### config.mk
export PLATFORM = sky130hd
export DESIGN_NAME = sequential_list_engine
export DESIGN_NICKNAME = d
export VERILOG_FILES = /design/src/hw/rtl/sle_pkg.sv /design/src/hw/rtl/sle_ram.sv /design/src/hw/rtl/sequential_list_engine.sv
export SDC_FILE = /design/constraint.sdc
export NUM_CORES = 1
export LEC_CHECK = 0
export BUFFER_PORTS_ARGS = -buffer_cell sky130_fd_sc_hd__buf_2
export CAP_MARGIN = 10
export CELL_PAD_IN_SITES_DETAIL_PLACEMENT = 2
export CELL_PAD_IN_SITES_GLOBAL_PLACEMENT = 2
export CORE_UTILIZATION = 34
export DETAILED_ROUTE_END_ITERATION = 16
export GPL_TIMING_DRIVEN = 0
export MAX_ROUTING_LAYER = met4
export PLACE_DENSITY_LB_ADDON = 0.25
export SLEW_MARGIN = 0
export SYNTH_ARGS = -nofsm -noshare
export SYNTH_HDL_FRONTEND = slang
export SYNTH_SLANG_ARGS = --single-unit
### constraint.sdc
create_clock -name clock -period 18.66 [get_ports clock]
set_clock_uncertainty 0.2 [all_clocks]
set_input_delay 0.933 -clock clock [delete_from_list [all_inputs] [get_ports clock]]
set_output_delay 0.933 -clock clock [all_outputs]
set_load 0.02 [all_outputs]
### src/hw/rtl/sle_pkg.sv
package sle_pkg;

   // Default sizes of the list.
   localparam int DEPTH_DEF      = 64;
   localparam int ELEM_WIDTH_DEF = 8;

   // Request kinds.
   localparam logic [3:0] KIND_PUSH_BACK    = 4'd0;
   localparam logic [3:0] KIND_POP_BACK     = 4'd1;
   localparam logic [3:0] KIND_PUSH_FRONT   = 4'd2;
   localparam logic [3:0] KIND_POP_FRONT    = 4'd3;
   localparam logic [3:0] KIND_GET          = 4'd4;
   localparam logic [3:0] KIND_SET          = 4'd5;
   localparam logic [3:0] KIND_FIND         = 4'd6;
   localparam logic [3:0] KIND_INSERT       = 4'd7;
   localparam logic [3:0] KIND_ERASE        = 4'd8;
   localparam logic [3:0] KIND_REMOVE_FIRST = 4'd9;
   localparam logic [3:0] KIND_REMOVE_ALL   = 4'd10;
   localparam logic [3:0] KIND_SORT_UP      = 4'd11;
   localparam logic [3:0] KIND_SORT_DOWN    = 4'd12;

   // Result status codes.
   localparam logic [1:0] STATUS_DONE      = 2'd0;
   localparam logic [1:0] STATUS_FULL      = 2'd1;
   localparam logic [1:0] STATUS_RANGE     = 2'd2;
   localparam logic [1:0] STATUS_NOT_FOUND = 2'd3;

   // Sequencer states.
   typedef enum logic [3:0] {
      S_IDLE,
      S_GET_WAIT,
      S_FIND_RD,
      S_FIND_CMP,
      S_UP_RD,
      S_UP_WR,
      S_INS,
      S_DN_RD,
      S_DN_WR,
      S_RA_RD,
      S_RA_CMP,
      S_SORT_LOAD,
      S_SORT_RD,
      S_SORT_CMP,
      S_SORT_END,
      S_FIN
   } state_type;

endpackage

### src/hw/rtl/sle_ram.sv
module sle_ram #(
   parameter int WIDTH = 8,
   parameter int DEPTH = 64
) (
   input  logic                     clock,
   input  logic                     wr_en,
   input  logic [$clog2(DEPTH)-1:0] wr_addr,
   input  logic [WIDTH-1:0]         wr_data,
   input  logic                     rd_en,
   input  logic [$clog2(DEPTH)-1:0] rd_addr,
   output logic [WIDTH-1:0]         rd_data
);

   logic [WIDTH-1:0] mem [DEPTH];

   // One write port and one registered read port.
   always_ff @(posedge clock) begin
      if (wr_en) begin
         mem[wr_addr] <= wr_data;
      end
      if (rd_en) begin
         rd_data <= mem[rd_addr];
      end
   end

endmodule

### src/hw/rtl/sequential_list_engine.sv
// Packed list of up to DEPTH elements held in one synchronous RAM, with a
// sequencer that walks the RAM one element at a time. One request is in
// work at a time. Push back, pop back, set and the rejected cases go
// straight to the finish state; get waits for the registered read. Shifts
// (push or pop at the front, insert, erase, remove first) read and write
// each moved element, find and remove all read each visited element, and
// a sort runs bubble passes that shrink by one element each, all set by
// the single read port of the RAM. The response sits in an output
// register; the next request is taken once the sequencer is back in idle.
module sequential_list_engine
   import sle_pkg::*;
#(
   parameter int DEPTH      = sle_pkg::DEPTH_DEF,
   parameter int ELEM_WIDTH = sle_pkg::ELEM_WIDTH_DEF
) (
   input  logic                  clock,
   input  logic                  reset,
   input  logic                  req_valid,
   output logic                  req_stall,
   input  logic [3:0]            req_kind,
   input  logic [6:0]            req_position,
   input  logic [ELEM_WIDTH-1:0] req_value,
   input  logic [ELEM_WIDTH-1:0] req_fallback,
   output logic                  rsp_valid,
   input  logic                  rsp_stall,
   output logic [ELEM_WIDTH-1:0] rsp_read_value,
   output logic [5:0]            rsp_match_index,
   output logic                  rsp_match_found,
   output logic [1:0]            rsp_status,
   output logic [6:0]            rsp_list_length,
   output logic                  rsp_is_empty
);

   localparam int AW = $clog2(DEPTH);
   localparam int CW = $clog2(DEPTH + 1);
   localparam int XW = (CW > 7) ? CW : 7;

   state_type             state_ff, state_in;
   logic [CW-1:0]         cnt_ff, cnt_in;
   logic [CW-1:0]         idx_ff, idx_in;
   logic [CW-1:0]         keep_ff, keep_in;
   logic [CW-1:0]         lim_ff, lim_in;
   logic [XW-1:0]         pos_ff, pos_in;
   logic [3:0]            kind_ff, kind_in;
   logic [ELEM_WIDTH-1:0] val_ff, val_in;
   logic [ELEM_WIDTH-1:0] carry_ff, carry_in;
   logic [ELEM_WIDTH-1:0] res_rd_ff, res_rd_in;
   logic [AW-1:0]         res_idx_ff, res_idx_in;
   logic                  res_found_ff, res_found_in;
   logic [1:0]            res_st_ff, res_st_in;

   logic                  rsp_valid_ff;
   logic [ELEM_WIDTH-1:0] rsp_rd_ff;
   logic [5:0]            rsp_idx_ff;
   logic                  rsp_found_ff;
   logic [1:0]            rsp_st_ff;
   logic [6:0]            rsp_len_ff;
   logic                  rsp_empty_ff;

   logic                  mem_we, mem_re;
   logic [AW-1:0]         mem_wa, mem_ra;
   logic [ELEM_WIDTH-1:0] mem_wd, mem_rd;

   logic                  accept;
   logic                  load_rsp;
   logic [XW-1:0]         req_pos_x;
   logic [XW-1:0]         cnt_x;
   logic [CW-1:0]         idx_p1;
   logic [CW-1:0]         cnt_m1;
   logic                  sort_swap;

   sle_ram #(
      .WIDTH (ELEM_WIDTH),
      .DEPTH (DEPTH)
   ) u_store (
      .clock   (clock),
      .wr_en   (mem_we),
      .wr_addr (mem_wa),
      .wr_data (mem_wd),
      .rd_en   (mem_re),
      .rd_addr (mem_ra),
      .rd_data (mem_rd)
   );

   assign req_stall = (state_ff != S_IDLE);
   assign accept    = req_valid && (state_ff == S_IDLE);
   assign load_rsp  = (state_ff == S_FIN) && !(rsp_valid_ff && rsp_stall);
   assign cnt_x     = XW'(cnt_ff);
   assign idx_p1    = idx_ff + CW'(1);
   assign cnt_m1    = cnt_ff - CW'(1);

   // Front operations work at position zero.
   always_comb begin
      if (req_kind == KIND_PUSH_FRONT || req_kind == KIND_POP_FRONT) begin
         req_pos_x = '0;
      end else begin
         req_pos_x = XW'(req_position);
      end
   end

   // Bubble step compares the carried element with the next one.
   always_comb begin
      if (kind_ff == KIND_SORT_DOWN) begin
         sort_swap = (carry_ff < mem_rd);
      end else begin
         sort_swap = (carry_ff > mem_rd);
      end
   end

   // Sequencer state register and work registers.
   always_ff @(posedge clock) begin
      if (reset) begin
         state_ff <= S_IDLE;
         cnt_ff   <= '0;
      end else begin
         state_ff <= state_in;
         cnt_ff   <= cnt_in;
      end
      idx_ff       <= idx_in;
      keep_ff      <= keep_in;
      lim_ff       <= lim_in;
      pos_ff       <= pos_in;
      kind_ff      <= kind_in;
      val_ff       <= val_in;
      carry_ff     <= carry_in;
      res_rd_ff    <= res_rd_in;
      res_idx_ff   <= res_idx_in;
      res_found_ff <= res_found_in;
      res_st_ff    <= res_st_in;
   end

   // Next state, RAM accesses and result fields.
   always_comb begin
      state_in     = state_ff;
      cnt_in       = cnt_ff;
      idx_in       = idx_ff;
      keep_in      = keep_ff;
      lim_in       = lim_ff;
      pos_in       = pos_ff;
      kind_in      = kind_ff;
      val_in       = val_ff;
      carry_in     = carry_ff;
      res_rd_in    = res_rd_ff;
      res_idx_in   = res_idx_ff;
      res_found_in = res_found_ff;
      res_st_in    = res_st_ff;
      mem_we       = 1'b0;
      mem_wa       = idx_ff[AW-1:0];
      mem_wd       = mem_rd;
      mem_re       = 1'b0;
      mem_ra       = idx_ff[AW-1:0];

      case (state_ff)
         S_IDLE: begin
            if (accept) begin
               kind_in      = req_kind;
               pos_in       = req_pos_x;
               val_in       = req_value;
               res_rd_in    = '0;
               res_idx_in   = '0;
               res_found_in = 1'b0;
               res_st_in    = STATUS_DONE;
               state_in     = S_FIN;
               case (req_kind)
                  KIND_PUSH_BACK: begin
                     if (cnt_ff == CW'(DEPTH)) begin
                        res_st_in = STATUS_FULL;
                     end else begin
                        mem_we = 1'b1;
                        mem_wa = cnt_ff[AW-1:0];
                        mem_wd = req_value;
                        cnt_in = cnt_ff + CW'(1);
                     end
                  end
                  KIND_POP_BACK: begin
                     if (cnt_ff == '0) begin
                        res_st_in = STATUS_RANGE;
                     end else begin
                        cnt_in = cnt_m1;
                     end
                  end
                  KIND_PUSH_FRONT, KIND_INSERT: begin
                     if (cnt_ff == CW'(DEPTH)) begin
                        res_st_in = STATUS_FULL;
                     end else if (req_pos_x > cnt_x) begin
                        res_st_in = STATUS_RANGE;
                     end else begin
                        idx_in = cnt_ff;
                        if (req_pos_x == cnt_x) begin
                           state_in = S_INS;
                        end else begin
                           state_in = S_UP_RD;
                        end
                     end
                  end
                  KIND_POP_FRONT, KIND_ERASE: begin
                     if (req_pos_x >= cnt_x) begin
                        res_st_in = STATUS_RANGE;
                     end else begin
                        idx_in = CW'(req_pos_x);
                        if (CW'(req_pos_x) < cnt_m1) begin
                           state_in = S_DN_RD;
                        end else begin
                           cnt_in = cnt_m1;
                        end
                     end
                  end
                  KIND_GET: begin
                     if (req_pos_x >= cnt_x) begin
                        res_rd_in = req_fallback;
                        res_st_in = STATUS_RANGE;
                     end else begin
                        mem_re   = 1'b1;
                        mem_ra   = req_pos_x[AW-1:0];
                        state_in = S_GET_WAIT;
                     end
                  end
                  KIND_SET: begin
                     if (req_pos_x >= cnt_x) begin
                        res_st_in = STATUS_RANGE;
                     end else begin
                        mem_we = 1'b1;
                        mem_wa = req_pos_x[AW-1:0];
                        mem_wd = req_value;
                     end
                  end
                  KIND_FIND, KIND_REMOVE_FIRST: begin
                     idx_in = '0;
                     if (cnt_ff == '0) begin
                        res_st_in = STATUS_NOT_FOUND;
                     end else begin
                        state_in = S_FIND_RD;
                     end
                  end
                  KIND_REMOVE_ALL: begin
                     idx_in  = '0;
                     keep_in = '0;
                     if (cnt_ff == '0) begin
                        res_st_in = STATUS_NOT_FOUND;
                     end else begin
                        state_in = S_RA_RD;
                     end
                  end
                  KIND_SORT_UP, KIND_SORT_DOWN: begin
                     if (cnt_ff >= CW'(2)) begin
                        lim_in   = cnt_m1;
                        idx_in   = '0;
                        mem_re   = 1'b1;
                        mem_ra   = '0;
                        state_in = S_SORT_LOAD;
                     end
                  end
                  default: begin
                  end
               endcase
            end
         end

         // Read data of a get arrives.
         S_GET_WAIT: begin
            res_rd_in = mem_rd;
            state_in  = S_FIN;
         end

         // Linear search for the first match.
         S_FIND_RD: begin
            mem_re   = 1'b1;
            state_in = S_FIND_CMP;
         end
         S_FIND_CMP: begin
            if (mem_rd == val_ff) begin
               if (kind_ff == KIND_FIND) begin
                  res_idx_in   = idx_ff[AW-1:0];
                  res_found_in = 1'b1;
                  state_in     = S_FIN;
               end else if (idx_ff < cnt_m1) begin
                  state_in = S_DN_RD;
               end else begin
                  cnt_in   = cnt_m1;
                  state_in = S_FIN;
               end
            end else begin
               idx_in = idx_p1;
               if (idx_p1 < cnt_ff) begin
                  state_in = S_FIND_RD;
               end else begin
                  res_st_in = STATUS_NOT_FOUND;
                  state_in  = S_FIN;
               end
            end
         end

         // Shift up: element idx-1 moves to idx, from the back down.
         S_UP_RD: begin
            mem_re   = 1'b1;
            mem_ra   = AW'(idx_ff - CW'(1));
            state_in = S_UP_WR;
         end
         S_UP_WR: begin
            mem_we = 1'b1;
            mem_wa = idx_ff[AW-1:0];
            mem_wd = mem_rd;
            idx_in = idx_ff - CW'(1);
            if (XW'(idx_ff - CW'(1)) == pos_ff) begin
               state_in = S_INS;
            end else begin
               state_in = S_UP_RD;
            end
         end
         S_INS: begin
            mem_we   = 1'b1;
            mem_wa   = pos_ff[AW-1:0];
            mem_wd   = val_ff;
            cnt_in   = cnt_ff + CW'(1);
            state_in = S_FIN;
         end

         // Shift down: element idx+1 moves to idx.
         S_DN_RD: begin
            mem_re   = 1'b1;
            mem_ra   = idx_p1[AW-1:0];
            state_in = S_DN_WR;
         end
         S_DN_WR: begin
            mem_we = 1'b1;
            mem_wa = idx_ff[AW-1:0];
            mem_wd = mem_rd;
            idx_in = idx_p1;
            if (idx_p1 < cnt_m1) begin
               state_in = S_DN_RD;
            end else begin
               cnt_in   = cnt_m1;
               state_in = S_FIN;
            end
         end

         // Compaction keeps every element that differs from the value.
         S_RA_RD: begin
            mem_re   = 1'b1;
            state_in = S_RA_CMP;
         end
         S_RA_CMP: begin
            if (mem_rd != val_ff) begin
               mem_we  = 1'b1;
               mem_wa  = keep_ff[AW-1:0];
               mem_wd  = mem_rd;
               keep_in = keep_ff + CW'(1);
            end
            idx_in = idx_p1;
            if (idx_p1 < cnt_ff) begin
               state_in = S_RA_RD;
            end else begin
               if (keep_in == cnt_ff) begin
                  res_st_in = STATUS_NOT_FOUND;
               end
               cnt_in   = keep_in;
               state_in = S_FIN;
            end
         end

         // Bubble pass: the carried element travels toward the pass end.
         S_SORT_LOAD: begin
            carry_in = mem_rd;
            state_in = S_SORT_RD;
         end
         S_SORT_RD: begin
            mem_re   = 1'b1;
            mem_ra   = idx_p1[AW-1:0];
            state_in = S_SORT_CMP;
         end
         S_SORT_CMP: begin
            mem_we = 1'b1;
            mem_wa = idx_ff[AW-1:0];
            if (sort_swap) begin
               mem_wd = mem_rd;
            end else begin
               mem_wd   = carry_ff;
               carry_in = mem_rd;
            end
            idx_in = idx_p1;
            if (idx_p1 == lim_ff) begin
               state_in = S_SORT_END;
            end else begin
               state_in = S_SORT_RD;
            end
         end
         S_SORT_END: begin
            mem_we = 1'b1;
            mem_wa = lim_ff[AW-1:0];
            mem_wd = carry_ff;
            lim_in = lim_ff - CW'(1);
            idx_in = '0;
            if (lim_ff == CW'(1)) begin
               state_in = S_FIN;
            end else begin
               mem_re   = 1'b1;
               mem_ra   = '0;
               state_in = S_SORT_LOAD;
            end
         end

         // Hand the result to the output register.
         S_FIN: begin
            if (load_rsp) begin
               state_in = S_IDLE;
            end
         end

         default: begin
            state_in = S_IDLE;
         end
      endcase
   end

   // Output register for the response beat.
   always_ff @(posedge clock) begin
      if (reset) begin
         rsp_valid_ff <= 1'b0;
      end else if (load_rsp) begin
         rsp_valid_ff <= 1'b1;
      end else if (!rsp_stall) begin
         rsp_valid_ff <= 1'b0;
      end
      if (load_rsp) begin
         rsp_rd_ff    <= res_rd_ff;
         rsp_idx_ff   <= 6'(res_idx_ff);
         rsp_found_ff <= res_found_ff;
         rsp_st_ff    <= res_st_ff;
         rsp_len_ff   <= 7'(cnt_ff);
         rsp_empty_ff <= (cnt_ff == '0);
      end
   end

   assign rsp_valid       = rsp_valid_ff;
   assign rsp_read_value  = rsp_rd_ff;
   assign rsp_match_index = rsp_idx_ff;
   assign rsp_match_found = rsp_found_ff;
   assign rsp_status      = rsp_st_ff;
   assign rsp_list_length = rsp_len_ff;
   assign rsp_is_empty    = rsp_empty_ff;

endmodule
==> flow_summary.yaml <==
setup_path:
  path_cells: "clkbuf_1, inv_1, ha_1, nor3_1, o21ai_0, o31ai_1, o2111ai_4, nand2_1, a2bb2oi_1, o221ai_1, nand4_1, nor2_1"
  cp_num_buf_inv: 2
  critical_path_arrival_ns: 7.17
  cp_slowest_cell: "nand4_1"
  worst-path-max-fanout: 10
  startpoint: "cnt_ff[0]"
  cp_slowest_stage_delay_ns: 1.12
  r2r_slack_ns: 11.53
  path_class: "reg2reg"
  cp-end-kind: "flop"
  cp.depth: 12
  r2r_cells: 12
  crit_family: "simple AND/OR/NAND/NOR gates"
  r2r-end: "u_store.mem[51][0]"
  start_kind: "flop"
  required_ns: 18.70
  critPathCapture: "u_store.mem[51][0]"
  worst_r2r_startpoint: "cnt_ff[0]"
detailed_routing:
  dr.first_iter.drc_count: 2088
  wl_per_cell_um: 30.2
  via_per_inst: 5.82
  num_vias: 21290
  drc: 0
  final_antenna_net_count: 0
  routed_wl_mm: 111
  drtPass1Iterations: 7
synthesis:
  synthTopCellsByArea: "edfxtp_1 (64%), nand2_1 (5.5%), mux2i_1 (3.7%), a32oi_1 (2.9%), nor2_1 (1.8%)"
  synth_largest_area_cell: "edfxtp_1"
  ys_ff_latch: 622
  avgSynthCellArea_um2: 12.4
  yosysMostFrequentCell: "edfxtp_1"
  async_flop_share_pct: 0
  yosysSeqAreaShare_pct: 64.5
  synth_cells: 2313
  synth_edf_count: 610
  synth_fp_nets: 2384
  synth_flop_cell: "edfxtp_1"
  ys_top_cells_by_count: "edfxtp_1 (610), nand2_1 (418), nor2_1 (140)"
  yosys.cell_types.count: 84
  yosys_warnings: 0
  syn_area_mm2: 0.0288
  synth_top_area_share_pct: 63.7
global_route:
  grt_max_degree: 65
  grt-ovfl-total: 0
  grt_usage_pct: 26.3
  antenna_found_initial: 7
  grt_pass1_vias: 22522
  grt_pass1_wl_mm: 159
sta:
  worst_slack_ns: 11.53
  hold_viol: 0
  relSlewSlack_pct: 11.1
  drv_slew: 0
  period_needed_ns: 7.13
  period_share_pct: 38.2
  rsz0062_at_grt: "false"
  worst-slew-pin-transition_ns: 1.33
  setup_violations: 0
  setup_tns_ns: 0
  max_freq_mhz: 140
cts:
  postCtsSetupRepairBufs: 0
  cts_tree: "yes"
  numCtsBuffers: 74
  clock_latency_ns: 0.64
  clk_pin_slew_ns: 0.06
  clockBufferDepth: 3
  cts.sinks: 622
  h-tree-depth: 3
  cts_hold_buf: 0
  root_buffer: "clkbuf_16"
  cts_resized: 0
placed_design:
  portBuffers: 56
  dp_hpwl_mm: 79.6
  pre_cts_slack_ns: 11.21
  gp_congestion: 0.968
run_status:
  status: "finished clean"
floorplan:
  rows: 106
  dieWidth_um: 293
  die_h_um: 293
  core_mm2: 0.0837
  initial_core_util_pct: 34.4
  ios: 58
  fp.dieArea_mm2: 0.0857
worst_hold_path:
  hp-class: "reg2reg"
layout:
  drive_gt1_share_pct: 11.4
  area.growth.synth_to_final_pct: 15.4
  nets: 2534
flow_run:
  maxCapViolations: 0
stage by stage:
step	cell area (um2)	hold WS, ns	std cells	utilization (%)
after global placement	30500	0.202	3503	36.4
after CTS	33200	0.220	3650	39.6
after detailed placement	30800	0.206	3520	36.8
after global routing	33200	0.221	3655	39.7
final	33200	0.217	3656	39.7
after floorplan	28800	0.200	2313	-
cells in the final DEF (no fill, tap or decap), drive strengths merged, types with 14 or more instances in the layout:
cell and n:
o221ai 15, inv 43, nor2 141, clkinv 35
a2bb2oi 14, xnor2 33, ha 40, o21ai 63
a311oi 18, nor4 25, nor3 29, o21a 14
buf 152, a31oi 25, mux2i 107, a22oi 16
a21boi 32, xor2 29, clkbuf 156, a32oi 94
edfxtp 610, a21oi 79, nand3 88, nand2 418
flip-flops by register name, indices dropped and copies added, names as in the netlist, 8 cells and up:
signal / cells
carry_ff: 8
u_store.mem: 512
rsp_read_value: 8
u_store.rd_data: 8
val_ff: 8
res_rd_ff: 8
metal layers:
metal	up-vias	track usage [%]	routed length (um)
li1	9138	-	-
met1	11256	34.8	48500
met2	734	42.2	52900
met3	162	3.63	6090
met4	0	7.71	3090
met5	-	-	0
final cells by class:
cell class / instances / area [um2]
Clock inverter: 40 / 439
Buffer: 144 / 669
Clock buffer: 90 / 1930
Sequential cell: 622 / 18600
Tap cell: 1134 / 1420
Inverter: 45 / 169
Fill cell: 8550 / 50500
Timing Repair Buffer: 74 / 558
Antenna cell: 5 / 12.5
Multi-Input combinational cell: 1502 / 9440
worst min path at each step:
stage | from | to | depth (start not counted)
after global placement | res_rd_ff[0] | rsp_read_value[0] | 0
final | res_rd_ff[6] | rsp_read_value[6] | 0
after detailed placement | res_rd_ff[6] | rsp_read_value[6] | 0
after global routing | res_rd_ff[2] | rsp_read_value[2] | 0
after CTS | res_rd_ff[6] | rsp_read_value[6] | 0
after floorplan | res_found_ff | rsp_match_found | 0
cell families after synthesis:
family	count (synthesis)	share of synthesized area, %
simple gates	801	12.4
flops	622	64.5
compound gates	479	12.3
buf+inv	189	2.92
mux	116	4.08
xor+xnor	62	1.95
fa+ha+maj	44	1.88
Power is not shown: default switching activity piles up to over one toggle a cycle in this logic, so the estimate is an artifact.
